## config.mk

```make
export PLATFORM = sky130hd
export DESIGN_NAME = bdl_queue
export DESIGN_NICKNAME = d
export VERILOG_FILES = /design/src/rtl/bdl_pkg.sv /design/src/rtl/bdl_queue.sv
export SDC_FILE = /design/constraint.sdc
export NUM_CORES = 1
export LEC_CHECK = 0
export BUFFER_PORTS_ARGS = -buffer_cell sky130_fd_sc_hd__buf_4
export CORE_ASPECT_RATIO = 0.9
export CORE_MARGIN = 2
export CORE_UTILIZATION = 41
export DETAILED_ROUTE_END_ITERATION = 8
export GPL_ROUTABILITY_DRIVEN = 0
export HOLD_SLACK_MARGIN = 0.08
export PLACE_DENSITY = 0.57
export SYNTH_ARGS = -nofsm -noshare
export SYNTH_HDL_FRONTEND = slang
export SYNTH_SLANG_ARGS = --single-unit
```

## constraint.sdc

```tcl
create_clock -name i_clk -period 3.2 [get_ports i_clk]
set_clock_uncertainty 0.1 [all_clocks]
set_input_delay 0.16 -clock i_clk [delete_from_list [all_inputs] [get_ports i_clk]]
set_output_delay 0.16 -clock i_clk [all_outputs]
set_load 0.02 [all_outputs]
```

## src/rtl/bdl_pkg.sv

```systemverilog
// Shared types and constants of the Bayer 2x2 demosaic with luma.
// Used by the front, queue, back and top modules; depends on nothing.

package bdl_pkg;

    // Register indexes of the configuration port (byte address = 4 * index).
    localparam logic [1:0] REG_PATTERN = 2'd0;
    localparam logic [1:0] REG_HALF    = 2'd1;
    localparam logic [1:0] REG_WIDTH   = 2'd2;
    localparam logic [1:0] REG_HEIGHT  = 2'd3;

    localparam logic [12:0] WIDTH_RESET  = 13'd640;
    localparam logic [12:0] HEIGHT_RESET = 13'd480;

    // Window kinds: where red and blue sit, which diagonal holds green.
    localparam logic [1:0] WIN_RGGB = 2'd0;
    localparam logic [1:0] WIN_BGGR = 2'd1;
    localparam logic [1:0] WIN_GRBG = 2'd2;
    localparam logic [1:0] WIN_GBRG = 2'd3;

    // Mosaic phase codes.
    localparam logic [1:0] PAT_RGGB = 2'd0;
    localparam logic [1:0] PAT_BGGR = 2'd1;
    localparam logic [1:0] PAT_GBRG = 2'd2;

    // Luma weights: 0.3 / 0.59 / 0.11 scaled by 256 (half mode: red and blue by 512).
    localparam logic [7:0] LUMA_R_FULL = 8'd77;
    localparam logic [7:0] LUMA_G      = 8'd151;
    localparam logic [7:0] LUMA_B_FULL = 8'd28;
    localparam logic [7:0] LUMA_R_HALF = 8'd154;
    localparam logic [7:0] LUMA_B_HALF = 8'd56;

    // Job queue between front and back.
    localparam int unsigned QDEPTH = 4;
    localparam int unsigned QAW    = 2;
    localparam int unsigned QCW    = 3;

    typedef struct packed {
        logic [1:0]  pattern;
        logic        half;
        logic [12:0] width;
        logic [12:0] height;
    } t_cfg;

    // One input sample with its 2x2 window and the results it causes.
    // mask: bit 0 main window (or the half-mode block), bit 1 last column,
    // bit 2 last row, bit 3 bottom right corner.
    typedef struct packed {
        logic [7:0]  ul;
        logic [7:0]  ur;
        logic [7:0]  ll;
        logic [7:0]  lr;
        logic [12:0] y;
        logic [12:0] x;
        logic        half;
        logic [3:0]  mask;
    } t_job;

    function automatic logic [1:0] kind_of(input logic [1:0] pattern,
                                           input logic rpar, input logic cpar);
        logic [1:0] k;
        k = WIN_RGGB;
        unique case (pattern)
            PAT_BGGR: begin
                unique case ({rpar, cpar})
                    2'b00:   k = WIN_BGGR;
                    2'b01:   k = WIN_GBRG;
                    2'b10:   k = WIN_GRBG;
                    default: k = WIN_RGGB;
                endcase
            end
            PAT_GBRG: begin
                unique case ({rpar, cpar})
                    2'b00:   k = WIN_GBRG;
                    2'b01:   k = WIN_BGGR;
                    2'b10:   k = WIN_RGGB;
                    default: k = WIN_GRBG;
                endcase
            end
            default: begin
                // RGGB, and the unused code treated as RGGB
                unique case ({rpar, cpar})
                    2'b00:   k = WIN_RGGB;
                    2'b01:   k = WIN_GRBG;
                    2'b10:   k = WIN_GBRG;
                    default: k = WIN_BGGR;
                endcase
            end
        endcase
        return k;
    endfunction

endpackage

```

## src/rtl/bdl_queue.sv

```systemverilog
// Short job queue that decouples the front end from the result back end.
// Uses bdl_pkg for the job type and depth.

module bdl_queue (
    input  logic                    i_clk,
    input  logic                    i_rst_n,
    input  logic                    i_push,
    input  bdl_pkg::t_job           i_job,
    input  logic                    i_pop,
    output bdl_pkg::t_job           o_job,
    output logic                    o_valid,
    output logic [bdl_pkg::QCW-1:0] o_count
);

    bdl_pkg::t_job           r_mem [bdl_pkg::QDEPTH];
    logic [bdl_pkg::QAW-1:0] r_wp, r_rp;
    logic [bdl_pkg::QCW-1:0] r_count;

    always_ff @(posedge i_clk) begin
        if (!i_rst_n) begin
            r_wp    <= '0;
            r_rp    <= '0;
            r_count <= '0;
        end else begin
            if (i_push) begin
                r_wp <= r_wp + bdl_pkg::QAW'(1);
            end
            if (i_pop) begin
                r_rp <= r_rp + bdl_pkg::QAW'(1);
            end
            r_count <= r_count + bdl_pkg::QCW'(i_push) - bdl_pkg::QCW'(i_pop);
        end
    end

    always_ff @(posedge i_clk) begin
        if (i_push) begin
            r_mem[r_wp] <= i_job;
        end
    end

    assign o_job   = r_mem[r_rp];
    assign o_valid = r_count != '0;
    assign o_count = r_count;

    a_no_overflow: assert property (@(posedge i_clk) disable iff (!i_rst_n)
        !(i_push && !i_pop && (r_count == bdl_pkg::QCW'(bdl_pkg::QDEPTH))))
        else $error("job queue overflow");

endmodule

```

# Yosys cells after proc, flatten, opt, wreduce, memory -nomap -nowiden
# Memories as Yosys holds them, arrays and structs flattened. A register that Yosys moved wholly into a read port is not among the register bits.
# Cells that the tools add are included.
# op_classes
reduce_logical	1
shifts	0
n_addsub	4
eq_ne	0
magnitude_cmp	0
mux	4
div	0
n_mul	0
n_bitwise	0
# ops
op	count
$add 2x1->2 const B	2
$mux 2	2
$add 3x1->3	1
$reduce_bool 3->1	1
$sub 3x1->3	1
$mux 1	2
# totals
mem_count	1
rom_bits	0
output_inout_bits	67
in_bits	67
latch_bits	0
elab_cells	13
regBits	7
ramBits	252
# memory_table
memory	depth	width	rd	rd_ports_with_merged_regs	wr	line	text
r_mem	4	63	1	1	1	bdl_queue.sv:15	bdl_pkg::t_job r_mem [bdl_pkg::QDEPTH];

# Logic depth before layout (Yosys ltp)
# depth
ltp_word	3
depth_mapped	7
depth_no_buf	7

# Worst setup path before layout
# OpenSTA, ideal clock, no wires.
# synth_path
kind	register -> register
from	register r_wp[0] (netlist name)
to	memory r_mem[2][0] (netlist name), enable pin
path_buffers	0
required_time_ns	2.673
path_slack_ns	0.647
stages_incl_launch_ff	4
arrival_time_ns	2.025
path_cell_list	dfxtp_1 -> inv_1 -> ha_1 -> and2_1
# synth_lines
item	line	text
from (decl)	bdl_queue.sv:16	logic [bdl_pkg::QAW-1:0] r_wp, r_rp;
from (signal assigned)	bdl_queue.sv:26	r_wp <= r_wp + bdl_pkg::QAW'(1);
to (decl)	bdl_queue.sv:15	
# No word-level cell before the write port.

==> results by group <==
Power
  – Switching fraction of total power: about 22%
  – NetSw: 1.79 mW
  – Clock power share: between 30% and 40%
  – Combinational share of power: 11.7%
  – Part of the power in registers: between 40% and 50%
  – Static Leak: between 4 and 5 nW
  – Peak supply drop: 0.394 mV
  – Total power after layout: 8.25 mW
  – Cell Int Power: 6.46 mW
  – Power Density: between 600 and 700 nW/µm²

Timing
  – FMAX: 393 MHz
  – Final setup vio count: 0
  – Slew @ Worst Pin: 1010 ps
  – Slew HR: 32.7%
  – Total negative slack: 0 ps
  – Max-slew violations: 0
  – Tcrit/Tclk final: 79.5%
  – RSZ-0062 raised after global routing: no
  – Fin. Hold Viols: 0
  – Final worst setup slack: 655 ps
  – Crit path time final: 2550 ps

Critical path
  – Arr. time, crit path: around 2300 ps
  – Critical Path, Cell by Cell: buf_4 -> mux4_1 -> buf_4
  – CP max-delay cell: dfxtp_4
  – CP Class: reg -> out
  – Worst r2r src: r_wp[0]
  – FF-to-FF setup slack: around 1200 ps
  – Reg-to-reg endpoint: r_mem[2][55]
  – Crit. End Element: output port
  – Worst EP required: 2940 ps
  – Crit Path Max Fanout: 21
  – Largest stage delay, worst path: 650 ps
  – Cell repeated most along the worst path: buf_4
  – Cell count of the worst reg-to-reg path: 3
  – Worst Setup Start Kind: register

Yosys
  – Syn_nets: around 450
  – Number of synthesized flops with an enable pin: 252
  – FF+latch count, synth: around 260
  – Most common cell in the netlist: edfxtp_1
  – Post-synthesis cell area: around 9600 µm²
  – Sequential-to-total area share from yosys stat: 80.7%
  – Synth Flop Type: edfxtp_1
  – Asr flop ratio synth: 0%
  – Synth area leader: edfxtp_1
  – Synth top area cells: edfxtp_1 79%, mux4_2 14%, dfxtp_1 1.9%
  – Synth warn: 0
  – Synth unique cells: 20
  – Avg Synthesized Cell Area: 25.9 µm²
  – Commonest cells post-synth: 252 x edfxtp_1, 60 x mux4_2, 9 x dfxtp_1
  – Syn Inst Count: 371
  – Synth top area share: 78.8%

Drt
  – Post-Route WL: between 15000 and 20000 µm
  – Post-route ant nets: 0
  – Mean routed wirelength per cell: a little under 20 µm
  – Vias/cell: 4.93
  – First DRT Iteration DRCs: 217
  – Vias: 4500
  – Pre-antenna DRT Iters: 5
  – DRC violations left: 0

Placement
  – Placed instance count: 795
  – Post-place setup slack: 1130 ps
  – HPWL after detailed placement: 9590 µm
  – PortBufs: 133

Clock network
  – Clock transition at path regs: 60 ps
  – Clock Tree Root: clkbuf_16
  – CTS tree: built
  – Clock Sinks: around 260
  – Cts bufs inserted: 28
  – Worst skew pair latency: approximately 520 ps
  – Clock tree buffer depth: 3
  – H-tree Lvls: 1

Finish
  – Syn-to-layout area delta: 30.0%
  – Share of cells above drive strength 1: 40.2%
  – Util after Layout: between 50% and 60%
  – Fin cells: 912
  – Layout Nets: about 660

Min path
  – HP Class: in -> reg
  – Hold depth: 2
  – WHS Endpoint: r_mem[2][59]
  – Hold_sp: i_job[59]

Floorplanning
  – Row count: 53
  – Die area: 24700 µm²
  – Die height: 149 µm
  – Starting Density: 41.4%
  – Core area: between 20000 and 25000 µm²
  – Chip Width: 165 µm
  – IO Pins: 134

GRT
  – Pin count of the biggest net entering global routing: 64
  – GRT Util Overall: 14.3%
  – Grt total ovfl: 0
  – Vias in the first global route: around 4800
  – Global-route wire length before repair: 26600 µm
  – Initial antenna violation count: 1

Outcome
  – Status: finished clean

Run
  – Max Cap Violations: 0
==> logic make-up (layout without fill, tap and decap cells) <==
group	count (synthesis)	in the layout	synth area share, %
AND/OR/NAND/NOR	13	13	0.730
flip-flops	261	261	80.7
AO/OA/AOI/OAI	2	2	0.156
multiplexers	64	64	15.0
adder cells (fa/ha/maj)	7	7	0.990
XOR/XNOR	3	3	0.430
other	0	1	0
buffers and inverters	21	259	1.99
==> state kept, by name, summed over array words and instances, names as in the netlist, named ones only <==
| signal | flops |
|---|---|
| r_rp | 2 |
| o_count | 3 |
| r_mem | 252 |
| r_wp | 2 |
==> how the worst max path moves through the flow <==
stage	from	endpoint	cells past startpoint
floorplan	r_wp[0]	r_mem[2][0]	3
global placement	register	o_job[1]	3
detailed placement	register	o_job[1]	3
CTS	register	o_job[1]	3
global route	register	o_job[1]	3
finish	register	o_job[1]	3
==> per-stage QoR <==
stage	instance area (µm²)	hold slack [ps]
floorplan	9600	159
global placement	10900	258
detailed placement	10900	264
CTS	12500	254
global route	12500	267
finish	12500	278
==> repair_timing <==
item / in CTS / in global routing
hold endpoints to repair: 261 / 0
hold buffers: 66 / 0
resized for setup: 0 / 0
setup buffers: 0 / 0
==> layout by cell type (no fill, tap or decap) <==
| cell type | n |
|---|---|
| xor3_1 | 1 |
| dfxtp_1 | 7 |
| and2_4 | 4 |
| diode_2 | 1 |
| nand3b_1 | 1 |
| ha_1 | 6 |
| mux2i_1 | 1 |
| mux4_1 | 3 |
| buf_12 | 1 |
| or3_1 | 1 |
| buf_4 | 135 |
| a21bo_2 | 1 |
| xnor2_1 | 2 |
| mux4_2 | 60 |
| clkinv_4 | 1 |
| clkinvlp_4 | 2 |
| clkbuf_16 | 29 |
| and2_1 | 2 |
| a21oi_1 | 1 |
| clkinv_2 | 5 |
| edfxtp_1 | 252 |
| clkbuf_1 | 3 |
| bufinv_16 | 5 |
| clkinv_1 | 5 |
| fa_1 | 1 |
| dlygate4sd3_1 | 66 |
| inv_1 | 7 |
| nor2_1 | 5 |
| dfxtp_4 | 2 |
==> worst max-delay path: cells and delay by family, from the launching register on <==
family,cells,cell delay (ps)
mux,1,590
flops,1,650
buf+inv,2,520
==> metal layers <==
layer | routed length [µm] | vias to the layer above | global-route usage (%)
met5 | 0 | - | 0
met4 | 407 | 0 | 3.97
met3 | 835 | 30 | 2.86
met2 | 8440 | 111 | 23.1
met1 | 7900 | 2340 | 20.1
li1 | - | 2019 | -
==> final cells by class <==
type	instances	area [µm²]
inverters	7	26.3
well taps	302	378
flip-flops and latches	261	7750
clock inverters	18	218
multi-input cells	89	1670
diodes	1	2.50
clock buffers	32	737
repair buffers	202	1690
fillers	1805	10700
==> power by group through the flow <==
stage / sequential (mW) / combinational, mW / clock (mW)
final: 4.01 / 0.963 / 3.28
after global routing: 4.03 / 1.03 / 3.47
after CTS: 4.02 / 0.985 / 3.35
after detailed placement: 4.09 / 0.916 / 0
after global placement: 4.08 / 0.904 / 0
after floorplan: 4.05 / 0.565 / 0
(Power assumes the default switching activity.)
