`config.mk`:
```
export PLATFORM = sky130hd
export DESIGN_NAME = bdl_back
export DESIGN_NICKNAME = d
export VERILOG_FILES = /design/src/rtl/bdl_pkg.sv /design/src/rtl/bdl_back.sv
export SDC_FILE = /design/constraint.sdc
export NUM_CORES = 1
export LEC_CHECK = 0
export BUFFER_PORTS_ARGS = -buffer_cell sky130_fd_sc_hd__buf_2
export CAP_MARGIN = 20
export CORE_ASPECT_RATIO = 1.2
export CORE_MARGIN = 2
export CORE_UTILIZATION = 55
export DETAILED_ROUTE_END_ITERATION = 8
export PLACE_DENSITY_LB_ADDON = 0.08
export SKIP_LAST_GASP = 1
export SYNTH_ARGS = -nofsm -noshare
export SYNTH_HDL_FRONTEND = slang
export SYNTH_SLANG_ARGS = --single-unit
```
`constraint.sdc`:
```
create_clock -name i_clk -period 8.2 [get_ports i_clk]
set_input_delay 1.23 -clock i_clk [delete_from_list [all_inputs] [get_ports i_clk]]
set_output_delay 1.23 -clock i_clk [all_outputs]
set_load 0.005 [all_outputs]
```
`src/rtl/bdl_pkg.sv`:
```
// Shared types and constants of the Bayer 2x2 demosaic with luma.
// Used by the front, queue, back and top modules; depends on nothing.

package bdl_pkg;

    // Register indexes of the configuration port (byte address = 4 * index).
    localparam logic [1:0] REG_PATTERN = 2'd0;
    localparam logic [1:0] REG_HALF    = 2'd1;
    localparam logic [1:0] REG_WIDTH   = 2'd2;
    localparam logic [1:0] REG_HEIGHT  = 2'd3;

    localparam logic [12:0] WIDTH_RESET  = 13'd640;
    localparam logic [12:0] HEIGHT_RESET = 13'd480;

    // Window kinds: where red and blue sit, which diagonal holds green.
    localparam logic [1:0] WIN_RGGB = 2'd0;
    localparam logic [1:0] WIN_BGGR = 2'd1;
    localparam logic [1:0] WIN_GRBG = 2'd2;
    localparam logic [1:0] WIN_GBRG = 2'd3;

    // Mosaic phase codes.
    localparam logic [1:0] PAT_RGGB = 2'd0;
    localparam logic [1:0] PAT_BGGR = 2'd1;
    localparam logic [1:0] PAT_GBRG = 2'd2;

    // Luma weights: 0.3 / 0.59 / 0.11 scaled by 256 (half mode: red and blue by 512).
    localparam logic [7:0] LUMA_R_FULL = 8'd77;
    localparam logic [7:0] LUMA_G      = 8'd151;
    localparam logic [7:0] LUMA_B_FULL = 8'd28;
    localparam logic [7:0] LUMA_R_HALF = 8'd154;
    localparam logic [7:0] LUMA_B_HALF = 8'd56;

    // Job queue between front and back.
    localparam int unsigned QDEPTH = 4;
    localparam int unsigned QAW    = 2;
    localparam int unsigned QCW    = 3;

    typedef struct packed {
        logic [1:0]  pattern;
        logic        half;
        logic [12:0] width;
        logic [12:0] height;
    } t_cfg;

    // One input sample with its 2x2 window and the results it causes.
    // mask: bit 0 main window (or the half-mode block), bit 1 last column,
    // bit 2 last row, bit 3 bottom right corner.
    typedef struct packed {
        logic [7:0]  ul;
        logic [7:0]  ur;
        logic [7:0]  ll;
        logic [7:0]  lr;
        logic [12:0] y;
        logic [12:0] x;
        logic        half;
        logic [3:0]  mask;
    } t_job;

    function automatic logic [1:0] kind_of(input logic [1:0] pattern,
                                           input logic rpar, input logic cpar);
        logic [1:0] k;
        k = WIN_RGGB;
        unique case (pattern)
            PAT_BGGR: begin
                unique case ({rpar, cpar})
                    2'b00:   k = WIN_BGGR;
                    2'b01:   k = WIN_GBRG;
                    2'b10:   k = WIN_GRBG;
                    default: k = WIN_RGGB;
                endcase
            end
            PAT_GBRG: begin
                unique case ({rpar, cpar})
                    2'b00:   k = WIN_GBRG;
                    2'b01:   k = WIN_BGGR;
                    2'b10:   k = WIN_RGGB;
                    default: k = WIN_GRBG;
                endcase
            end
            default: begin
                // RGGB, and the unused code treated as RGGB
                unique case ({rpar, cpar})
                    2'b00:   k = WIN_RGGB;
                    2'b01:   k = WIN_GRBG;
                    2'b10:   k = WIN_GBRG;
                    default: k = WIN_BGGR;
                endcase
            end
        endcase
        return k;
    endfunction

endpackage

```
`src/rtl/bdl_back.sv`:
```
// Back end: expands each job into its results, picks colors by window phase,
// computes luma in two registered steps and drives the output register. Uses bdl_pkg.

module bdl_back (
    input  logic          i_clk,
    input  logic          i_rst_n,
    input  logic [1:0]    i_pattern,
    input  bdl_pkg::t_job i_q_job,
    input  logic          i_q_valid,
    output logic          o_pop,
    output logic          o_tvalid,
    input  logic          i_tready,
    output logic [55:0]   o_tdata,
    output logic          o_tlast
);

    bdl_pkg::t_job r_job;
    logic [3:0]    r_mask, n_mask;
    logic [3:0]    cur_bit, rest;
    logic          emit, free_slot;

    // window and place of the result being issued
    logic [7:0]  w_ul, w_ur, w_ll, w_lr;
    logic        rpar, cpar;
    logic [11:0] row, col;
    logic [1:0]  kind;
    logic [7:0]  sel_red, sel_blue;
    logic [8:0]  sel_gsum;

    logic        r_p1_valid;
    logic [7:0]  r_p1_red, r_p1_blue;
    logic [8:0]  r_p1_gsum;
    logic        r_p1_half, r_p1_last;
    logic [11:0] r_p1_row, r_p1_col;

    logic        r_p2_valid;
    logic [15:0] r_p2_pr, r_p2_pb;
    logic [16:0] r_p2_pg;
    logic [7:0]  r_p2_red, r_p2_green, r_p2_blue;
    logic        r_p2_half, r_p2_last;
    logic [11:0] r_p2_row, r_p2_col;

    logic        r_out_valid;
    logic [7:0]  r_out_red, r_out_green, r_out_blue, r_out_luma;
    logic [11:0] r_out_row, r_out_col;
    logic        r_out_last;

    logic        out_en, p2_en, p1_en;
    logic [8:0]  gop;
    logic [17:0] lsum;

    assign out_en = !r_out_valid || i_tready;
    assign p2_en  = !r_p2_valid || out_en;
    assign p1_en  = !r_p1_valid || p2_en;

    assign cur_bit   = r_mask & (~r_mask + 4'd1);
    assign rest      = r_mask & ~cur_bit;
    assign emit      = (r_mask != 4'b0000) && p1_en;
    assign free_slot = (r_mask == 4'b0000) || (emit && (rest == 4'b0000));
    assign o_pop     = free_slot && i_q_valid;

    always_comb begin
        if (o_pop) begin
            n_mask = i_q_job.mask;
        end else if (emit) begin
            n_mask = rest;
        end else begin
            n_mask = r_mask;
        end
    end

    always_comb begin
        w_ul = r_job.ul;
        w_ur = r_job.ur;
        w_ll = r_job.ll;
        w_lr = r_job.lr;
        rpar = r_job.y[0] ^ 1'b1;
        cpar = r_job.x[0] ^ 1'b1;
        row  = 12'(r_job.y - 13'd1);
        col  = 12'(r_job.x - 13'd1);
        priority if (r_job.half) begin
            rpar = 1'b0;
            cpar = 1'b0;
            row  = r_job.y[12:1];
            col  = r_job.x[12:1];
        end else if (cur_bit[1]) begin
            // last column: right column repeats the left one
            w_ul = r_job.ur;
            w_ll = r_job.lr;
            cpar = r_job.x[0];
            col  = 12'(r_job.x);
        end else if (cur_bit[2]) begin
            // last row: lower row repeats the upper one
            w_ul = r_job.ll;
            w_ur = r_job.lr;
            rpar = r_job.y[0];
            row  = 12'(r_job.y);
        end else if (cur_bit[3]) begin
            w_ul = r_job.lr;
            w_ur = r_job.lr;
            w_ll = r_job.lr;
            rpar = r_job.y[0];
            cpar = r_job.x[0];
            row  = 12'(r_job.y);
            col  = 12'(r_job.x);
        end else begin
            w_ul = r_job.ul;
        end

        kind = bdl_pkg::kind_of(i_pattern, rpar, cpar);
        unique case (kind)
            bdl_pkg::WIN_RGGB: begin
                sel_red  = w_ul;
                sel_blue = w_lr;
                sel_gsum = 9'(w_ur) + 9'(w_ll);
            end
            bdl_pkg::WIN_BGGR: begin
                sel_red  = w_lr;
                sel_blue = w_ul;
                sel_gsum = 9'(w_ur) + 9'(w_ll);
            end
            bdl_pkg::WIN_GRBG: begin
                sel_red  = w_ur;
                sel_blue = w_ll;
                sel_gsum = 9'(w_ul) + 9'(w_lr);
            end
            default: begin
                sel_red  = w_ll;
                sel_blue = w_ur;
                sel_gsum = 9'(w_ul) + 9'(w_lr);
            end
        endcase
    end

    assign gop  = r_p1_half ? r_p1_gsum : {1'b0, r_p1_gsum[8:1]};
    assign lsum = 18'(r_p2_pr) + 18'(r_p2_pg) + 18'(r_p2_pb);

    always_ff @(posedge i_clk) begin
        if (!i_rst_n) begin
            r_mask      <= '0;
            r_p1_valid  <= 1'b0;
            r_p2_valid  <= 1'b0;
            r_out_valid <= 1'b0;
        end else begin
            r_mask <= n_mask;
            if (p1_en) begin
                r_p1_valid <= r_mask != 4'b0000;
            end
            if (p2_en) begin
                r_p2_valid <= r_p1_valid;
            end
            if (out_en) begin
                r_out_valid <= r_p2_valid;
            end
        end
    end

    always_ff @(posedge i_clk) begin
        if (o_pop) begin
            r_job <= i_q_job;
        end
        if (emit) begin
            r_p1_red  <= sel_red;
            r_p1_blue <= sel_blue;
            r_p1_gsum <= sel_gsum;
            r_p1_half <= r_job.half;
            r_p1_last <= rest == 4'b0000;
            r_p1_row  <= row;
            r_p1_col  <= col;
        end
        if (p2_en && r_p1_valid) begin
            r_p2_pr    <= 16'(r_p1_red) * (r_p1_half ? 16'(bdl_pkg::LUMA_R_HALF)
                                                     : 16'(bdl_pkg::LUMA_R_FULL));
            r_p2_pb    <= 16'(r_p1_blue) * (r_p1_half ? 16'(bdl_pkg::LUMA_B_HALF)
                                                      : 16'(bdl_pkg::LUMA_B_FULL));
            r_p2_pg    <= 17'(gop) * 17'(bdl_pkg::LUMA_G);
            r_p2_red   <= r_p1_red;
            r_p2_green <= r_p1_gsum[8:1];
            r_p2_blue  <= r_p1_blue;
            r_p2_half  <= r_p1_half;
            r_p2_last  <= r_p1_last;
            r_p2_row   <= r_p1_row;
            r_p2_col   <= r_p1_col;
        end
        if (out_en && r_p2_valid) begin
            r_out_red   <= r_p2_red;
            r_out_green <= r_p2_green;
            r_out_blue  <= r_p2_blue;
            r_out_luma  <= r_p2_half ? lsum[16:9] : lsum[15:8];
            r_out_row   <= r_p2_row;
            r_out_col   <= r_p2_col;
            r_out_last  <= r_p2_last;
        end
    end

    assign o_tvalid = r_out_valid;
    assign o_tdata  = {r_out_col, r_out_row, r_out_luma, r_out_blue, r_out_green, r_out_red};
    assign o_tlast  = r_out_last;

    a_run_continues: assert property (@(posedge i_clk) disable iff (!i_rst_n)
        (r_out_valid && i_tready && !r_out_last) |=>
        (r_out_valid || r_p2_valid || r_p1_valid || (r_mask != 4'b0000)))
        else $error("run ended without a last beat");

    a_half_last: assert property (@(posedge i_clk) disable iff (!i_rst_n)
        (r_p1_valid && r_p1_half) |-> r_p1_last)
        else $error("half-mode result not marked last");

endmodule

```
**After elaboration in Yosys (flattened, before gate mapping)**

Index checks and enable logic that the tools add are counted.

- Register bits: 273
- Input port bits: 69
- Output and inout port bits: 59
- Word-level logic and storage cells: 117

- Add/sub/neg operators: 7
- Multiply operators: 3
- Equal/unequal tests: 6
- Muxes and demuxes: 41
- Bitwise gates (word level): 6
- Reductions and logical operators: 19

Operators with widths:

| kind | count |
|---|---|
| $mux W8 | 14 |
| $mux W12 | 8 |
| $pmux W8 S3 | 2 |
| $sub A12 B1 Y12 const B | 2 |
| $add A8 B8 Y9 | 2 |
| $mux W9 | 2 |
| $pmux W2 S3 | 3 |
| $add A16 B17 Y17 | 1 |
| $add A17 B16 Y17 | 1 |
| $mul A9 B8 Y17 const B | 1 |
| $mul A8 B8 Y16 | 1 |
| $mul A8 B6 Y14 | 1 |
| $and A4 B4 Y4 | 2 |
| $logic_not A4 Y1 | 2 |
| $mux W1 | 8 |
| $mux W4 | 2 |
| $not A4 Y4 | 2 |
| $eq A2 B1 Y1 const B | 3 |
| $eq A2 B2 Y1 const B | 3 |
| $mux W6 | 1 |
| $logic_and A1 B1 Y1 | 5 |
| $add A4 B1 Y4 const B | 1 |
| $logic_not A2 Y1 | 2 |
| $logic_or A1 B1 Y1 | 4 |
| other kinds (6) | 9 |

**Logic depth before layout (Yosys ltp)**

Gate-level depths: netlist of run 1.

- Word-level depth: 13
- Gate-level depth with buffers: 19
- Depth with buffers taken out: 18

**Worst setup path after synthesis of run 1**

No wires, ideal clock.

- Path kind: input-to-reg
- Start: input i_tready
- End: register r_p2_blue[0], enable pin
- Setup time: 0.694 ns
- Arrival: 8.187 ns
- Data required time: 7.506 ns
- Slack: -0.681 ns
- Cell stages on the path: 2
- Path buffers: 0
- Cells stage by stage: nor2b_1 -> a21boi_0

- Longest elaborated chain between the ends: 3

Ends and longest elaborated chain:

| what | RTL line | RTL |
|---|---|---|
| start, declared | bdl_back.sv:12 | `input logic i_tready,` |
| $logic_or A1 B1 Y1 | bdl_back.sv:52 | `assign out_en = !r_out_valid \|\| i_tready;` |
| $logic_or A1 B1 Y1 | bdl_back.sv:53 | `assign p2_en = !r_p2_valid \|\| out_en;` |
| $logic_and A1 B1 Y1 | bdl_back.sv:171 | `if (p2_en && r_p1_valid) begin` |
| end signal, assigned | bdl_back.sv:179 | `r_p2_blue <= r_p1_blue;` |
| end, declared | bdl_back.sv:39 | `logic [7:0] r_p2_red, r_p2_green, r_p2_blue;` |

No other way between the ends.
A chain may end at the register's enable or synchronous reset.

**Worst setup path after layout of run 1**

- Start: register r_p1_half
- End: register r_p2_pr[12], data pin

- Longest elaborated chain between the ends: 2

Ends and longest elaborated chain:

| what | RTL line | RTL |
|---|---|---|
| start, declared | bdl_back.sv:33 | `logic r_p1_half, r_p1_last;` |
| start signal, assigned | bdl_back.sv:166 | `r_p1_half <= r_job.half;` |
| $mux W8 | bdl_back.sv:172 | `r_p2_pr <= 16'(r_p1_red) * (r_p1_half ? 16'(bdl_pkg::LUMA_R_HALF)` |
| $mul A8 B8 Y16 | bdl_back.sv:172 |  |
| end signal, assigned | bdl_back.sv:172 |  |
| end, declared | bdl_back.sv:37 | `logic [15:0] r_p2_pr, r_p2_pb;` |

No other way between the ends.

==> impl_results.html, run 1 <==
<table>
<tr><th>Metric</th><th>Value</th></tr>
<tr><th colspan="2">Die</th></tr>
<tr><td>Rows</td><td>67</td></tr>
<tr><td>Floorplan die width</td><td>between 150 and 200 um</td></tr>
<tr><td>Total Die Area</td><td>around 0.030 mm^2</td></tr>
<tr><td>Top-level port count</td><td>128</td></tr>
<tr><td>Vert. Die Dim</td><td>roughly 190 um</td></tr>
<tr><td>Total core area</td><td>~0.028 mm^2</td></tr>
<tr><td>Initial standard-cell utilization of the core</td><td>between 50 and 60%</td></tr>
<tr><th colspan="2">GRT</th></tr>
<tr><td>Met2 GRT Util</td><td>37.7%</td></tr>
<tr><td>Global-route wire length before repair</td><td>~47 mm</td></tr>
<tr><td>Overall Global Routing Usage</td><td>about a fifth</td></tr>
<tr><td>Global routing usage on met1</td><td>24.0%</td></tr>
<tr><td>Number of antenna violations at the first check in global routing</td><td>0</td></tr>
<tr><td>Pin count of the biggest net entering global routing</td><td>66</td></tr>
<tr><td>Most utilized layer in the global route result</td><td>met2</td></tr>
<tr><td>Aggregate global routing overflow</td><td>0</td></tr>
<tr><td>Via count of the first global-routing pass</td><td>between 9000 and 10000</td></tr>
<tr><td>Global-route track usage on met3</td><td>2.76%</td></tr>
<tr><th colspan="2">STA</th></tr>
<tr><td>Pin slew with the least headroom to its limit</td><td>~850 ps</td></tr>
<tr><td>Fin Clk Skew</td><td>about 17 ps</td></tr>
<tr><td>Ratio of final minimum period to clock period</td><td>between 50% and 60%</td></tr>
<tr><td>Fmax achieved</td><td>206 MHz</td></tr>
<tr><td>Sum Neg Setup Slack</td><td>0 ps</td></tr>
<tr><td>Relative max-transition margin</td><td>43.4%</td></tr>
<tr><td>Time the final worst path needs with I/O delays and setup</td><td>roughly 5000 ps</td></tr>
<tr><td>WHS</td><td>roughly 420 ps</td></tr>
<tr><td>Unrepaired setup endpoints after global routing</td><td>no</td></tr>
<tr><td>Count of final setup violators</td><td>0</td></tr>
<tr><td>Fin. Hold Viols</td><td>0</td></tr>
<tr><td>Count of final max-slew check failures</td><td>0</td></tr>
<tr><th colspan="2">Detailed routing</th></tr>
<tr><td>Total Routed Length</td><td>between 20 and 30 mm</td></tr>
<tr><td>Wirelength per Cell</td><td>around 16 um</td></tr>
<tr><td>Detailed-route via count</td><td>9348</td></tr>
<tr><td>Number of nets with antenna violations after detailed routing</td><td>0</td></tr>
<tr><td>Number of iterations in the first detailed-routing pass</td><td>5</td></tr>
<tr><td>Post-route DRC</td><td>0</td></tr>
<tr><td>Detailed Route Iter0 Violations</td><td>between 300 and 400</td></tr>
<tr><td>Via density per instance</td><td>5.25</td></tr>
<tr><th colspan="2">CTS</th></tr>
<tr><td>Max clock buf depth</td><td>3</td></tr>
<tr><td>Clk Tree Root Cell</td><td>sky130_fd_sc_hd__clkbuf_16</td></tr>
<tr><td>Number of H-tree levels</td><td>1</td></tr>
<tr><td>Number of cells upsized or downsized after cts</td><td>0</td></tr>
<tr><td>Cts bufs inserted</td><td>27</td></tr>
<tr><td>Cts hold-fix bufs</td><td>0</td></tr>
<tr><td>Clock tree from TritonCTS</td><td>yes</td></tr>
<tr><td>Post-CTS Setup Repair Bufs</td><td>0</td></tr>
<tr><td>Total number of clock tree sinks</td><td>269</td></tr>
<tr><td>CTS clk-pin slew, worst paths</td><td>roughly 60 ps</td></tr>
<tr><td>Clock latency reported for the late side of the worst-skew pair</td><td>between 500 and 600 ps</td></tr>
<tr><th colspan="2">Layout</th></tr>
<tr><td>Inserted Diodes</td><td>0</td></tr>
<tr><td>Commonest non-fill, non-tap cell in the layout</td><td>sky130_fd_sc_hd__edfxtp_1</td></tr>
<tr><td>Fraction of final layout cells sized beyond drive strength 1</td><td>between 10% and 20%</td></tr>
<tr><td>Layout Cell Area excl Fill</td><td>0.0176 mm^2</td></tr>
<tr><td>Commonest non-fill, non-tap cells in the layout</td><td>sky130_fd_sc_hd__edfxtp_1 (262), sky130_fd_sc_hd__inv_1 (160), sky130_fd_sc_hd__ha_1 (139), sky130_fd_sc_hd__buf_2 (127), sky130_fd_sc_hd__nand2_1 (81)</td></tr>
<tr><td>Area growth, synth to finish</td><td>12.8%</td></tr>
<tr><td>Net count reported at finish</td><td>~1700</td></tr>
<tr><th colspan="2">Critical path</th></tr>
<tr><td>Arrival time of the worst setup path</td><td>5160 ps</td></tr>
<tr><td>Critical path data required time</td><td>8500 ps</td></tr>
<tr><td>Nature of the critical path endpoint</td><td>register</td></tr>
<tr><td>Max FO, Critical Path</td><td>43</td></tr>
<tr><td>Path type of the worst setup path</td><td>register to register</td></tr>
<tr><td>Category of the worst setup path launch point</td><td>register</td></tr>
<tr><th colspan="2">Logic synthesis</th></tr>
<tr><td>Synth Register Bits</td><td>approximately 270</td></tr>
<tr><td>Share of the yosys chip area belonging to registers</td><td>51.3%</td></tr>
<tr><td>Number of enable-type register cells in the synthesized netlist</td><td>about 260</td></tr>
<tr><td>Count of distinct cell types in the synthesized netlist</td><td>75</td></tr>
<tr><td>Share of flip-flops with an asynchronous set or reset after synthesis</td><td>0%</td></tr>
<tr><td>Most area-consuming cells after synthesis</td><td>sky130_fd_sc_hd__edfxtp_1 (50%), sky130_fd_sc_hd__ha_1 (11%), sky130_fd_sc_hd__fa_1 (9.2%)</td></tr>
<tr><td>Yosys Warn Count</td><td>0</td></tr>
<tr><td>Most used DFF post-synth</td><td>sky130_fd_sc_hd__edfxtp_1</td></tr>
<tr><td>Post-synth top area cell</td><td>sky130_fd_sc_hd__edfxtp_1</td></tr>
<tr><td>Number of standard cells after synthesis</td><td>1234</td></tr>
<tr><td>Mapped Area</td><td>roughly 0.016 mm^2</td></tr>
<tr><td>Avg Cell Area, Syn</td><td>between 10 and 15 um^2</td></tr>
<tr><td>Area fraction of the dominant cell type after synthesis</td><td>50.4%</td></tr>
<tr><th colspan="2">Power and ir drop</th></tr>
<tr><td>Leakage dissipation</td><td>just over 7 nW</td></tr>
<tr><td>Peak ir drop on the vdd network</td><td>roughly 300 uV</td></tr>
<tr><td>Pwr per Cell Area</td><td>410 mW/mm^2</td></tr>
<tr><td>Sum of internal, switching and leakage power</td><td>between 7 and 8 mW</td></tr>
<tr><th colspan="2">Placement</th></tr>
<tr><td>Final weighted congestion in routability-driven placement</td><td>about 0.85</td></tr>
<tr><td>PortBufs</td><td>127</td></tr>
<tr><td>Standard cell area after detailed placement</td><td>between 0.015 and 0.02 mm^2</td></tr>
<tr><td>HPWL reported at the end of detailed placement</td><td>between 20 and 25 mm</td></tr>
<tr><th colspan="2">Run</th></tr>
<tr><td>Maxcap violations</td><td>0</td></tr>
<tr><th colspan="2">Hold path</th></tr>
<tr><td>Worst min-delay path class</td><td>register to register</td></tr>
<tr><th colspan="2">Status</th></tr>
<tr><td>Status</td><td>complete, no violations</td></tr>
</table>
-- sequential cells by signal, summed over array words and instances, names as in the netlist, 9 cells and up --
register   count
r_job         51
r_out_col     12
r_out_row     12
r_p1_col      12
r_p1_gsum      9
r_p1_row      12
r_p2_col      12
r_p2_pb       12
r_p2_pg       17
r_p2_pr       16
r_p2_row      12
-- cell families (layout without fill, tap and decap cells) --
family | Yosys count | count (layout) | share of synthesized area [%]
buf+inv | 186 | 346 | 4.62
fa+ha+maj | 212 | 212 | 20.4
other cells | 2 | 10 | 0.0481
flops | 269 | 269 | 51.3
compound gates | 199 | 199 | 8.05
mux | 58 | 58 | 3.88
xor+xnor | 64 | 64 | 3.59
simple gates | 244 | 244 | 8.11
-- per-layer routing --
layer	wire length [um]	share of wire, %
met1	11800	40
met2	15500	53
met3	960	3.3
met4	944	3.2
met5	0	0
-- critical path: stages (launching register included) --
cell and delay, ps:
sky130_fd_sc_hd__edfxtp_1 320, sky130_fd_sc_hd__buf_4 350, sky130_fd_sc_hd__nand2b_1 230, sky130_fd_sc_hd__inv_1 70
sky130_fd_sc_hd__fa_1 470, sky130_fd_sc_hd__inv_1 50, sky130_fd_sc_hd__fa_1 470, sky130_fd_sc_hd__inv_1 50
sky130_fd_sc_hd__fa_1 530, sky130_fd_sc_hd__inv_1 50, sky130_fd_sc_hd__fa_1 530, sky130_fd_sc_hd__inv_1 40
sky130_fd_sc_hd__ha_1 240, sky130_fd_sc_hd__nor3_1 240, sky130_fd_sc_hd__o211ai_1 130, sky130_fd_sc_hd__a31oi_1 250
sky130_fd_sc_hd__nor2b_1 70, sky130_fd_sc_hd__o21ai_0 210, sky130_fd_sc_hd__nor2b_1 190, sky130_fd_sc_hd__xnor2_1 80
-- cells in the mapped netlist, types with 3 or more instances --
| cell type | instances |
|---|---|
| sky130_fd_sc_hd__dfxtp_1 | 7 |
| sky130_fd_sc_hd__nor3_1 | 23 |
| sky130_fd_sc_hd__buf_6 | 3 |
| sky130_fd_sc_hd__o22ai_1 | 8 |
| sky130_fd_sc_hd__a31oi_1 | 9 |
| sky130_fd_sc_hd__fa_1 | 72 |
| sky130_fd_sc_hd__nor2_2 | 4 |
| sky130_fd_sc_hd__clkbuf_1 | 19 |
| sky130_fd_sc_hd__nand3_1 | 5 |
| sky130_fd_sc_hd__and2_1 | 12 |
| sky130_fd_sc_hd__nor2_1 | 37 |
| sky130_fd_sc_hd__nor3b_1 | 4 |
| sky130_fd_sc_hd__or2_2 | 4 |
| sky130_fd_sc_hd__ha_1 | 139 |
| sky130_fd_sc_hd__edfxtp_1 | 262 |
| sky130_fd_sc_hd__a21o_1 | 11 |
| sky130_fd_sc_hd__o21bai_1 | 6 |
| sky130_fd_sc_hd__mux2_2 | 20 |
| sky130_fd_sc_hd__xor2_1 | 18 |
| sky130_fd_sc_hd__o21ai_1 | 3 |
| sky130_fd_sc_hd__or4_1 | 3 |
| sky130_fd_sc_hd__nor4_1 | 5 |
| sky130_fd_sc_hd__inv_1 | 160 |
| sky130_fd_sc_hd__and3_1 | 3 |
| sky130_fd_sc_hd__a21oi_1 | 50 |
| sky130_fd_sc_hd__o21ai_0 | 55 |
| sky130_fd_sc_hd__nand2b_1 | 13 |
| sky130_fd_sc_hd__xnor2_1 | 46 |
| sky130_fd_sc_hd__mux2i_1 | 38 |
| sky130_fd_sc_hd__o21a_1 | 11 |
| sky130_fd_sc_hd__nand2_1 | 81 |
| sky130_fd_sc_hd__nor2b_1 | 32 |
| sky130_fd_sc_hd__a21boi_0 | 5 |
| sky130_fd_sc_hd__a22oi_1 | 6 |
| sky130_fd_sc_hd__nand3b_1 | 4 |
| sky130_fd_sc_hd__o211ai_1 | 8 |
-- metrics by stage --
stage / util [%] / setup slack, ps / instances
after floorplan: - / 1830 / 1242
after global placement: 60.0 / 3530 / 1732
after detailed placement: 60.0 / 3390 / 1732
after CTS: 63.1 / 3370 / 1781
after global routing: 63.1 / 3100 / 1781
final: 63.1 / 3340 / 1781
-- worst paths after layout --
kind / from / endpoint / slack, ps / depth (start not counted)
worst max-delay path: r_p1_half / r_p2_pr[12] / 3340 / 19
worst min-delay path: r_p2_row[11] / r_out_row[11] / 420 / 0
worst max register to register: r_p1_half / r_p2_pr[12] / 3340 / 19
worst min register to register: r_p2_row[11] / r_out_row[11] / 420 / 0
-- power by group --
| part | total [mW] | internal (mW) | leakage (nW) | switching, mW |
|---|---|---|---|---|
| Sequential | 2.13 | 1.99 | 2.53 | 0.144 |
| Combinational | 3.89 | 1.75 | 4.32 | 2.14 |
| Clock | 1.20 | 0.703 | 0.415 | 0.496 |
-- layout make-up --
| cell class | instances | area (um^2) |
|---|---|---|
| clock buffer | 36 | 709 |
| clock inverter | 13 | 151 |
| fill | 2183 | 10300 |
| inverter | 161 | 604 |
| multi-input combinational | 787 | 6960 |
| sequential | 269 | 8010 |
| tap | 379 | 474 |
| timing repair buffer | 136 | 703 |
No activity file was read; power rests on OpenSTA's default activity.
==> run 2: changes to the inputs <==
--- a/config.mk
+++ b/config.mk
@@ -9,7 +9,7 @@
 export CAP_MARGIN = 20
 export CORE_ASPECT_RATIO = 1.2
 export CORE_MARGIN = 2
-export CORE_UTILIZATION = 55
+export CORE_UTILIZATION = 60
 export DETAILED_ROUTE_END_ITERATION = 8
 export PLACE_DENSITY_LB_ADDON = 0.08
 export SKIP_LAST_GASP = 1
==> constraint.sdc (replaced) <==
create_clock -name i_clk -period 4.8 [get_ports i_clk]
set_input_delay 0.72 -clock i_clk [delete_from_list [all_inputs] [get_ports i_clk]]
set_output_delay 0.72 -clock i_clk [all_outputs]
set_load 0.005 [all_outputs]
==> run 2 against run 1 <==
Core utilization increased by 5.8 points. Wire length is essentially flat. Worst hold slack lost 71 ps. First-iteration DRC count increased by 23%. Critical path depth fell by 4. Setup slack lost 3000 ps. Sequential share of layout area is essentially flat. Die area down 8.1%. Final area about the same. Register-to-register slack got worse by 3000 ps. Critical path type unchanged. Largest cell class unchanged.
==> impl_results.html, run 2 (synthesis gave the netlist of run 1 again) <==
<table>
<tr><th>Metric</th><th>Value</th></tr>
<tr><th colspan="2">Power and ir drop</th></tr>
<tr><td>Peak ir drop on the vdd network</td><td>574 uV (+96%)</td></tr>
<tr><td>Leakage dissipation</td><td>7.31 nW (+0.54%)</td></tr>
<tr><td>Pwr per Cell Area</td><td>698 mW/mm^2 (+70%)</td></tr>
<tr><th colspan="2">Critical path</th></tr>
<tr><td>Cell depth of the worst setup path</td><td>15 (-4)</td></tr>
<tr><td>Cell family contributing the most delay on the critical path</td><td>adder cells</td></tr>
<tr><td>Most prevalent standard cell on the critical path</td><td>sky130_fd_sc_hd__fa_1</td></tr>
<tr><td>Critical path data required time</td><td>5090 ps (-3410 ps)</td></tr>
<tr><td>Nature of the critical path endpoint</td><td>register</td></tr>
<tr><td>Path type of the worst setup path</td><td>register to register</td></tr>
<tr><td>Critical-path top delay cell</td><td>sky130_fd_sc_hd__fa_1</td></tr>
<tr><td>Start point of the critical path</td><td>r_p1_half</td></tr>
<tr><td>Worst R2R Setup Slack</td><td>290 ps (-3050 ps)</td></tr>
<tr><td>Category of the worst setup path launch point</td><td>register</td></tr>
<tr><td>Critical R2R Capture</td><td>r_p2_pr[13]</td></tr>
<tr><td>FF-to-FF Start</td><td>r_p1_half</td></tr>
<tr><td>Max FO, Critical Path</td><td>15 (-65%)</td></tr>
<tr><td>Capturing instance or port of the critical path</td><td>r_p2_pr[13]</td></tr>
<tr><td>Worst Path Buf+Inv</td><td>2 (-4)</td></tr>
<tr><td>Cells on worst reg2reg path</td><td>15 (-4)</td></tr>
<tr><td>Worst path cell trace</td><td>buf_4 -&gt; nand2b_1 -&gt; fa_1 -&gt; fa_1 -&gt; fa_1 -&gt; fa_1 -&gt; inv_1 -&gt; ha_1 -&gt; o21a_1 -&gt; o31a_1 -&gt; o211ai_1 -&gt; nand2_1 -&gt; a41oi_1 -&gt; nor2b_1 -&gt; xnor2_1</td></tr>
<tr><td>Arrival time of the worst setup path</td><td>4790 ps (-370 ps)</td></tr>
<tr><td>Delay contributed by the slowest stage of the critical path</td><td>540 ps (about the same)</td></tr>
<tr><th colspan="2">Detailed routing</th></tr>
<tr><td>Total Routed Length</td><td>29.2 mm (about the same)</td></tr>
<tr><td>Detailed-route via count</td><td>9431 (+0.89%)</td></tr>
<tr><td>Number of iterations in the first detailed-routing pass</td><td>5 (unchanged)</td></tr>
<tr><td>Detailed Route Iter0 Violations</td><td>426 (+23%)</td></tr>
<tr><td>Post-route DRC</td><td>0 (unchanged)</td></tr>
<tr><td>Via density per instance</td><td>5.42 (+3.3%)</td></tr>
<tr><td>Number of nets with antenna violations after detailed routing</td><td>0 (unchanged)</td></tr>
<tr><td>Wirelength per Cell</td><td>16.8 um (+2.5%)</td></tr>
<tr><th colspan="2">Status</th></tr>
<tr><td>Status</td><td>complete, no violations</td></tr>
<tr><th colspan="2">Layout</th></tr>
<tr><td>Commonest non-fill, non-tap cells in the layout</td><td>sky130_fd_sc_hd__edfxtp_1 (262), sky130_fd_sc_hd__inv_1 (160), sky130_fd_sc_hd__ha_1 (139), sky130_fd_sc_hd__buf_2 (127), sky130_fd_sc_hd__nand2_1 (81)</td></tr>
<tr><td>Area of combinational cells with multiple inputs</td><td>0.00697 mm^2 (+0.14%)</td></tr>
<tr><td>Layout Cell Area excl Fill</td><td>0.0176 mm^2 (about the same)</td></tr>
<tr><td>Filler cells</td><td>1874 (-14%)</td></tr>
<tr><td>Inserted Diodes</td><td>0 (unchanged)</td></tr>
<tr><td>Layout Cells excl Fill</td><td>1739 (-2.4%)</td></tr>
<tr><td>Commonest non-fill, non-tap cell in the layout</td><td>sky130_fd_sc_hd__edfxtp_1</td></tr>
<tr><td>Total area of sequential cells</td><td>0.00801 mm^2 (unchanged)</td></tr>
<tr><td>Biggest register</td><td>r_job</td></tr>
<tr><td>Area growth, synth to finish</td><td>12.7% (about the same)</td></tr>
<tr><td>Post-layout utilization of the core</td><td>68.9% (+5.8 points)</td></tr>
<tr><td>Top flop regs</td><td>r_job: 51 flops, r_p2_pg: 17 flops, r_p2_pr: 16 flops</td></tr>
<tr><td>Flip-flop count of the largest register, all copies and words added</td><td>51 (unchanged)</td></tr>
<tr><td>Fraction of final layout cells sized beyond drive strength 1</td><td>16.0% (+0.78 points)</td></tr>
<tr><td>Net count reported at finish</td><td>1669 (+0.42%)</td></tr>
<tr><th colspan="2">Placement</th></tr>
<tr><td>Standard cell area after detailed placement</td><td>0.0168 mm^2 (about the same)</td></tr>
<tr><td>Total placed cells including tap cells</td><td>1690 (-2.4%)</td></tr>
<tr><td>Final weighted congestion in routability-driven placement</td><td>0.859 (+0.69%)</td></tr>
<tr><td>HPWL reported at the end of detailed placement</td><td>22.7 mm (+0.84%)</td></tr>
<tr><td>PortBufs</td><td>127 (unchanged)</td></tr>
<tr><th colspan="2">STA</th></tr>
<tr><td>Time the final worst path needs with I/O delays and setup</td><td>4510 ps (-352 ps)</td></tr>
<tr><td>Count of final max-slew check failures</td><td>0 (unchanged)</td></tr>
<tr><td>Unrepaired setup endpoints after global routing</td><td>yes</td></tr>
<tr><td>Pin slew with the least headroom to its limit</td><td>929 ps (+80.6 ps)</td></tr>
<tr><td>Ratio of final minimum period to clock period</td><td>93.9% (+35 points)</td></tr>
<tr><td>Relative max-transition margin</td><td>37.9% (-5.5 points)</td></tr>
<tr><td>Count of final setup violators</td><td>0 (unchanged)</td></tr>
<tr><td>Fin. Hold Viols</td><td>0 (unchanged)</td></tr>
<tr><td>Fmax achieved</td><td>222 MHz (+7.8%)</td></tr>
<tr><td>Fin Clk Skew</td><td>16.7 ps (-0.326 ps)</td></tr>
<tr><td>WHS</td><td>345 ps (-71.1 ps)</td></tr>
<tr><th colspan="2">GRT</th></tr>
<tr><td>Number of antenna violations at the first check in global routing</td><td>0 (unchanged)</td></tr>
<tr><td>Overall Global Routing Usage</td><td>22.0% (+1.5 points)</td></tr>
<tr><td>Aggregate global routing overflow</td><td>0 (unchanged)</td></tr>
<tr><td>Global-route wire length before repair</td><td>47.0 mm (-0.39%)</td></tr>
<tr><td>Via count of the first global-routing pass</td><td>9435 (+0.16%)</td></tr>
<tr><td>Pin count of the biggest net entering global routing</td><td>62 (-6.1%)</td></tr>
<tr><th colspan="2">Run</th></tr>
<tr><td>Maxcap violations</td><td>0 (unchanged)</td></tr>
<tr><th colspan="2">CTS</th></tr>
<tr><td>Cts bufs inserted</td><td>27 (unchanged)</td></tr>
<tr><td>Post-CTS Setup Repair Bufs</td><td>0 (unchanged)</td></tr>
<tr><td>Clock latency reported for the late side of the worst-skew pair</td><td>550 ps (about the same)</td></tr>
<tr><td>Max clock buf depth</td><td>3 (unchanged)</td></tr>
<tr><td>Clk Tree Root Cell</td><td>sky130_fd_sc_hd__clkbuf_16</td></tr>
<tr><td>Total number of clock tree sinks</td><td>269 (unchanged)</td></tr>
<tr><td>Clock tree from TritonCTS</td><td>yes</td></tr>
<tr><td>Number of H-tree levels</td><td>1 (unchanged)</td></tr>
<tr><td>CTS clk-pin slew, worst paths</td><td>60 ps (about the same)</td></tr>
<tr><th colspan="2">Die</th></tr>
<tr><td>Rows</td><td>64 (-4.5%)</td></tr>
<tr><td>Floorplan die width</td><td>151 um (-4.1%)</td></tr>
<tr><td>Initial standard-cell utilization of the core</td><td>61.1% (+5.2 points)</td></tr>
<tr><td>Vert. Die Dim</td><td>181 um (-4.2%)</td></tr>
<tr><td>Total Die Area</td><td>0.0273 mm^2 (-8.1%)</td></tr>
<tr><td>Total core area</td><td>0.0255 mm^2 (-8.5%)</td></tr>
<tr><td>Top-level port count</td><td>128 (unchanged)</td></tr>
<tr><th colspan="2">Hold path</th></tr>
<tr><td>Worst min-delay path class</td><td>primary input to register</td></tr>
</table>
[run 2: changes by cell type in the layout (fill, tap and decap cells not counted), sizes merged]
cell | previous run | this run
buf | 136 | 143
bufinv | 3 | 2
clkinv | 9 | 16
clkbuf | 36 | 30
[run 2: repair_timing]
item,4_1_cts,5_1_grt
hold buffers,0,0
endpoints found under the setup margin,0,4
gates resized for setup,0,3
[run 2: layout make-up]
| cell class | instances | area share [%] |
|---|---|---|
| Clock buffer | 30 | 3.90 |
| Clock inverter | 19 | 0.867 |
| Multi-Input combinational cell | 787 | 39.6 |
| Inverter | 161 | 3.43 |
| Timing Repair Buffer | 143 | 4.36 |
| Sequential cell | 269 | 45.5 |
| Tap cell | 330 | 2.35 |
[run 2: worst min-delay path by stage]
stage / startpoint / to / depth (start not counted) / slack [ps]
3_5_place_dp: r_p2_blue[2] / r_out_blue[2] / 0 / 400
6_report: i_q_job[14] / r_job[14] / 1 / 340
5_1_grt: i_q_job[27] / r_job[27] / 1 / 320
2_1_floorplan: r_p2_last / o_tlast / 0 / 400
3_3_place_gp: r_p2_green[7] / r_out_green[7] / 0 / 400
4_1_cts: i_q_job[14] / r_job[14] / 1 / 320
[run 2: stage by stage]
stage | setup slack (ps) | setup TNS [ps] | total power [mW]
finish | 294 | 0 | 12.3
global placement | 344 | 0 | 10.1
detailed placement | 262 | 0 | 10.3
floorplan | 264 | 0 | 8.91
CTS | 266 | 0 | 12.4
global route | -23.8 | -23.8 | 13.4
[run 2: worst reg2reg max path: stages, from the launching register on]
cell and delay [ps]:
sky130_fd_sc_hd__edfxtp_1 440, sky130_fd_sc_hd__buf_4 210, sky130_fd_sc_hd__nand2b_1 220, sky130_fd_sc_hd__fa_1 450, sky130_fd_sc_hd__fa_1 520, sky130_fd_sc_hd__fa_1 450, sky130_fd_sc_hd__fa_1 540, sky130_fd_sc_hd__inv_1 40
sky130_fd_sc_hd__ha_1 330, sky130_fd_sc_hd__o21a_1 120, sky130_fd_sc_hd__o31a_1 130, sky130_fd_sc_hd__o211ai_1 170, sky130_fd_sc_hd__nand2_1 100, sky130_fd_sc_hd__a41oi_1 250, sky130_fd_sc_hd__nor2b_1 190, sky130_fd_sc_hd__xnor2_1 70
[run 2: power breakdown]
group	internal (mW)	switching, mW
logic	3.02	3.64
clock network	1.14	0.862
registers	3.39	0.248
total	7.55	4.75
[run 2: routing by layer]
metal	part of all wire (%)	wire [um]	vias to the layer above	GRT usage, %
met1	40	11800	4529	26.8
met5	0	0	-	0
met2	52	15300	180	39.4
met3	3.4	982	58	2.65
met4	4.0	1170	0	8.67
li1	-	-	4664	-
==> run 3: changes to the inputs <==
--- a/config.mk
+++ b/config.mk
@@ -8,11 +8,11 @@
 export BUFFER_PORTS_ARGS = -buffer_cell sky130_fd_sc_hd__buf_2
 export CAP_MARGIN = 20
 export CORE_ASPECT_RATIO = 1.2
-export CORE_MARGIN = 2
+export CORE_MARGIN = 5
 export CORE_UTILIZATION = 60
 export DETAILED_ROUTE_END_ITERATION = 8
 export PLACE_DENSITY_LB_ADDON = 0.08
-export SKIP_LAST_GASP = 1
+export REMOVE_ABC_BUFFERS = 1
 export SYNTH_ARGS = -nofsm -noshare
 export SYNTH_HDL_FRONTEND = slang
 export SYNTH_SLANG_ARGS = --single-unit
==> run 3 against run 2 <==
Final area grew 1.2%. Die area grew 7.4%. Clock skew grew 2.2 ps. Worst hold slack gained 9.6 ps. Register-to-register slack gained 20 ps. Non-clock buffer count grew 2. Clock-buffer cell count shrank 1. Largest power group unchanged.
==> impl_results.html, run 3 (synthesis gave the netlist of run 1 again) <==
<table>
<tr><th>Metric</th><th>Value</th></tr>
<tr><th colspan="2">Status</th></tr>
<tr><td>Status</td><td>complete, no violations</td></tr>
<tr><th colspan="2">Detailed routing</th></tr>
<tr><td>Number of nets with antenna violations after detailed routing</td><td>0 (unchanged)</td></tr>
<tr><td>Post-route DRC</td><td>0 (unchanged)</td></tr>
<tr><td>Detailed-route via count</td><td>9438 (+0.074%)</td></tr>
<tr><td>Wirelength per Cell</td><td>17.1 um (+1.9%)</td></tr>
<tr><td>Total Routed Length</td><td>29.9 mm (+2.2%)</td></tr>
<tr><td>Detailed Route Iter0 Violations</td><td>516 (+21%)</td></tr>
<tr><td>Number of iterations in the first detailed-routing pass</td><td>4 (-1)</td></tr>
<tr><td>Via density per instance</td><td>5.41 (-0.21%)</td></tr>
<tr><th colspan="2">GRT</th></tr>
<tr><td>Met2 GRT Util</td><td>38.3% (-1.1 points)</td></tr>
<tr><td>Aggregate global routing overflow</td><td>0 (unchanged)</td></tr>
<tr><td>Global routing usage on met1</td><td>25.3% (-1.5 points)</td></tr>
<tr><td>Most utilized layer in the global route result</td><td>met2</td></tr>
<tr><td>Global-route wire length before repair</td><td>48.9 mm (+4.1%)</td></tr>
<tr><td>Overall Global Routing Usage</td><td>20.8% (-1.2 points)</td></tr>
<tr><td>Via count of the first global-routing pass</td><td>9855 (+4.5%)</td></tr>
<tr><td>Global-route track usage on met3</td><td>2.71% (+0.059 points)</td></tr>
<tr><td>Number of antenna violations at the first check in global routing</td><td>0 (unchanged)</td></tr>
<tr><td>Pin count of the biggest net entering global routing</td><td>84 (+35%)</td></tr>
<tr><th colspan="2">Critical path</th></tr>
<tr><td>FF-to-FF Start</td><td>r_p1_half</td></tr>
<tr><td>Worst R2R Setup Slack</td><td>320 ps (+20 ps)</td></tr>
<tr><td>Arrival time of the worst setup path</td><td>4760 ps (-30 ps)</td></tr>
<tr><td>Most prevalent standard cell on the critical path</td><td>sky130_fd_sc_hd__fa_1</td></tr>
<tr><td>Capturing instance or port of the critical path</td><td>r_p2_pr[13]</td></tr>
<tr><td>Path type of the worst setup path</td><td>register to register</td></tr>
<tr><td>Start point of the critical path</td><td>r_p1_half</td></tr>
<tr><td>Delay contributed by the slowest stage of the critical path</td><td>540 ps (about the same)</td></tr>
<tr><td>Category of the worst setup path launch point</td><td>register</td></tr>
<tr><td>Critical path data required time</td><td>5080 ps (about the same)</td></tr>
<tr><td>Cells on worst reg2reg path</td><td>15 (unchanged)</td></tr>
<tr><td>Critical R2R Capture</td><td>r_p2_pr[13]</td></tr>
<tr><td>Critical-path top delay cell</td><td>sky130_fd_sc_hd__fa_1</td></tr>
<tr><td>Nature of the critical path endpoint</td><td>register</td></tr>
<tr><td>Worst path cell trace</td><td>buf_4 -&gt; nand2b_1 -&gt; fa_1 -&gt; fa_1 -&gt; fa_1 -&gt; fa_1 -&gt; inv_1 -&gt; ha_1 -&gt; o21a_1 -&gt; o31a_1 -&gt; o211ai_1 -&gt; nand2_1 -&gt; a41oi_1 -&gt; nor2b_1 -&gt; xnor2_1</td></tr>
<tr><td>Max FO, Critical Path</td><td>15 (unchanged)</td></tr>
<tr><th colspan="2">STA</th></tr>
<tr><td>Ratio of final minimum period to clock period</td><td>93.4% (-0.52 points)</td></tr>
<tr><td>Pin slew with the least headroom to its limit</td><td>1080 ps (+154 ps)</td></tr>
<tr><td>Fin Clk Skew</td><td>18.8 ps (+2.15 ps)</td></tr>
<tr><td>Relative max-transition margin</td><td>27.6% (-10 points)</td></tr>
<tr><td>Unrepaired setup endpoints after global routing</td><td>no</td></tr>
<tr><td>Count of final setup violators</td><td>0 (unchanged)</td></tr>
<tr><td>Sum Neg Setup Slack</td><td>0 ps (unchanged)</td></tr>
<tr><td>Count of final max-slew check failures</td><td>0 (unchanged)</td></tr>
<tr><td>Fmax achieved</td><td>223 MHz (+0.55%)</td></tr>
<tr><td>Time the final worst path needs with I/O delays and setup</td><td>4480 ps (-24.8 ps)</td></tr>
<tr><td>Fin. Hold Viols</td><td>0 (unchanged)</td></tr>
<tr><th colspan="2">Placement</th></tr>
<tr><td>PortBufs</td><td>127 (unchanged)</td></tr>
<tr><td>Final weighted congestion in routability-driven placement</td><td>0.891 (+3.8%)</td></tr>
<tr><td>HPWL reported at the end of detailed placement</td><td>23.1 mm (+1.7%)</td></tr>
<tr><th colspan="2">Die</th></tr>
<tr><td>Initial standard-cell utilization of the core</td><td>61.0% (-0.19 points)</td></tr>
<tr><td>Top-level port count</td><td>128 (unchanged)</td></tr>
<tr><td>Total core area</td><td>0.0256 mm^2 (+0.31%)</td></tr>
<tr><td>Rows</td><td>64 (unchanged)</td></tr>
<tr><td>Vert. Die Dim</td><td>187 um (+3.3%)</td></tr>
<tr><td>Floorplan die width</td><td>157 um (+4.0%)</td></tr>
<tr><td>Total Die Area</td><td>0.0294 mm^2 (+7.4%)</td></tr>
<tr><th colspan="2">Power and ir drop</th></tr>
<tr><td>Leakage dissipation</td><td>7.39 nW (+1.1%)</td></tr>
<tr><td>Pwr per Cell Area</td><td>716 mW/mm^2 (+2.6%)</td></tr>
<tr><td>Sum of internal, switching and leakage power</td><td>12.8 mW (+3.8%)</td></tr>
<tr><td>Peak ir drop on the vdd network</td><td>550 uV (-4.1%)</td></tr>
<tr><th colspan="2">CTS</th></tr>
<tr><td>Number of H-tree levels</td><td>1 (unchanged)</td></tr>
<tr><td>CTS clk-pin slew, worst paths</td><td>70 ps (about the same)</td></tr>
<tr><td>Cts bufs inserted</td><td>28 (+3.7%)</td></tr>
<tr><td>Clock tree from TritonCTS</td><td>yes</td></tr>
<tr><td>Total number of clock tree sinks</td><td>269 (unchanged)</td></tr>
<tr><td>Cts hold-fix bufs</td><td>0 (unchanged)</td></tr>
<tr><td>Max clock buf depth</td><td>3 (unchanged)</td></tr>
<tr><td>Clock latency reported for the late side of the worst-skew pair</td><td>540 ps (about the same)</td></tr>
<tr><td>Clk Tree Root Cell</td><td>sky130_fd_sc_hd__clkbuf_16</td></tr>
<tr><th colspan="2">Layout</th></tr>
<tr><td>Commonest non-fill, non-tap cells in the layout</td><td>sky130_fd_sc_hd__edfxtp_1 (262), sky130_fd_sc_hd__inv_1 (160), sky130_fd_sc_hd__ha_1 (139), sky130_fd_sc_hd__buf_2 (127), sky130_fd_sc_hd__nand2_1 (81)</td></tr>
<tr><td>Filler cells</td><td>1820 (-2.9%)</td></tr>
<tr><td>Commonest non-fill, non-tap cell in the layout</td><td>sky130_fd_sc_hd__edfxtp_1</td></tr>
<tr><td>Inserted Diodes</td><td>0 (unchanged)</td></tr>
<tr><td>Top flop regs</td><td>r_job: 51 flops, r_p2_pg: 17 flops, r_p2_pr: 16 flops</td></tr>
<tr><td>Fraction of final layout cells sized beyond drive strength 1</td><td>16.8% (+0.79 points)</td></tr>
<tr><td>Biggest register</td><td>r_job</td></tr>
<tr><td>Net count reported at finish</td><td>1672 (+0.18%)</td></tr>
<tr><td>Area growth, synth to finish</td><td>14.0%</td></tr>
<tr><td>Flip-flop count of the largest register, all copies and words added</td><td>51 (unchanged)</td></tr>
<tr><td>Post-layout utilization of the core</td><td>69.5% (+0.58 points)</td></tr>
<tr><th colspan="2">Run</th></tr>
<tr><td>Maxcap violations</td><td>0 (unchanged)</td></tr>
<tr><th colspan="2">Hold path</th></tr>
<tr><td>Worst min-delay path class</td><td>primary input to register</td></tr>
</table>
run 3: cell types whose count changed in the layout (fill, tap and decap cells not counted), moves of 2 or more:
| cell | delta |
|---|---|
| sky130_fd_sc_hd__clkinv_1 | -5 |
| sky130_fd_sc_hd__clkinv_2 | -5 |
| sky130_fd_sc_hd__clkinv_4 | +5 |
| sky130_fd_sc_hd__clkinvlp_4 | +5 |
| sky130_fd_sc_hd__bufinv_16 | +4 |
| sky130_fd_sc_hd__clkbuf_1 | -3 |
| sky130_fd_sc_hd__buf_4 | +2 |
| sky130_fd_sc_hd__clkbuf_16 | +2 |
run 3: metal layers:
metal  share of wire (%)  routed length, um  vias to the layer above
li1                    -                  -                     4672
met1                  40              11900                     4527
met2                  53              16000                      182
met3                 3.9               1160                       57
met4                 2.8                841                        0
met5                   0                  0                        -
run 3: worst min-delay path by stage:
stage / start / cells after the start / endpoint / slack (ps)
6_report: i_q_job[23] / 1 / r_job[23] / 350
2_1_floorplan: r_p2_last / 0 / o_tlast / 400
4_1_cts: i_q_job[17] / 1 / r_job[17] / 330
5_1_grt: i_q_job[17] / 1 / r_job[17] / 330
3_3_place_gp: r_p1_col[10] / 0 / r_p2_col[10] / 400
3_5_place_dp: r_p2_blue[7] / 0 / r_out_blue[7] / 400
run 3: stage by stage:
| step | area [um^2] | cells | setup WS, ps | hold WS, ps |
|---|---|---|---|---|
| 2_1_floorplan | 15500 | 1217 | -3570 | 400 |
| 3_3_place_gp | 16800 | 1691 | 362 | 400 |
| 3_5_place_dp | 16800 | 1691 | 263 | 405 |
| 4_1_cts | 17800 | 1743 | 260 | 330 |
| 5_1_grt | 17800 | 1744 | 7.72 | 328 |
| 6_report | 17800 | 1744 | 319 | 354 |
run 3: what timing repair did:
item | 4_1_cts | 5_1_grt
buffers inserted | 0 | 1
gates resized for setup | 0 | 1
setup endpoints to repair | 0 | 2
run 3: area by class of cell:
type / count / area (um^2) / share of cell area (%)
clock buffers: 29 / 726 / 4.07
repair buffers: 145 / 783 / 4.40
flip-flops and latches: 269 / 8010 / 45.0
multi-input cells: 787 / 6970 / 39.1
well taps: 330 / 413 / 2.32
clock inverters: 23 / 307 / 1.72
inverters: 161 / 604 / 3.39
run 3: where the power goes:
| part | leakage (nW) | internal (mW) | switching (mW) |
|---|---|---|---|
| registers | 2.53 | 3.39 | 0.239 |
| logic | 4.37 | 3.03 | 3.75 |
| clock network | 0.483 | 1.43 | 0.916 |
run 3: worst max-delay path: cells and delay by family, from the launching register on:
kind | cells | cell delay [ps]
flip-flops | 1 | 430
AND/OR/NAND/NOR | 3 | 520
AO/OA/AOI/OAI | 4 | 690
XOR/XNOR | 1 | 80
adder cells (fa/ha/maj) | 5 | 2250
buffers and inverters | 2 | 250
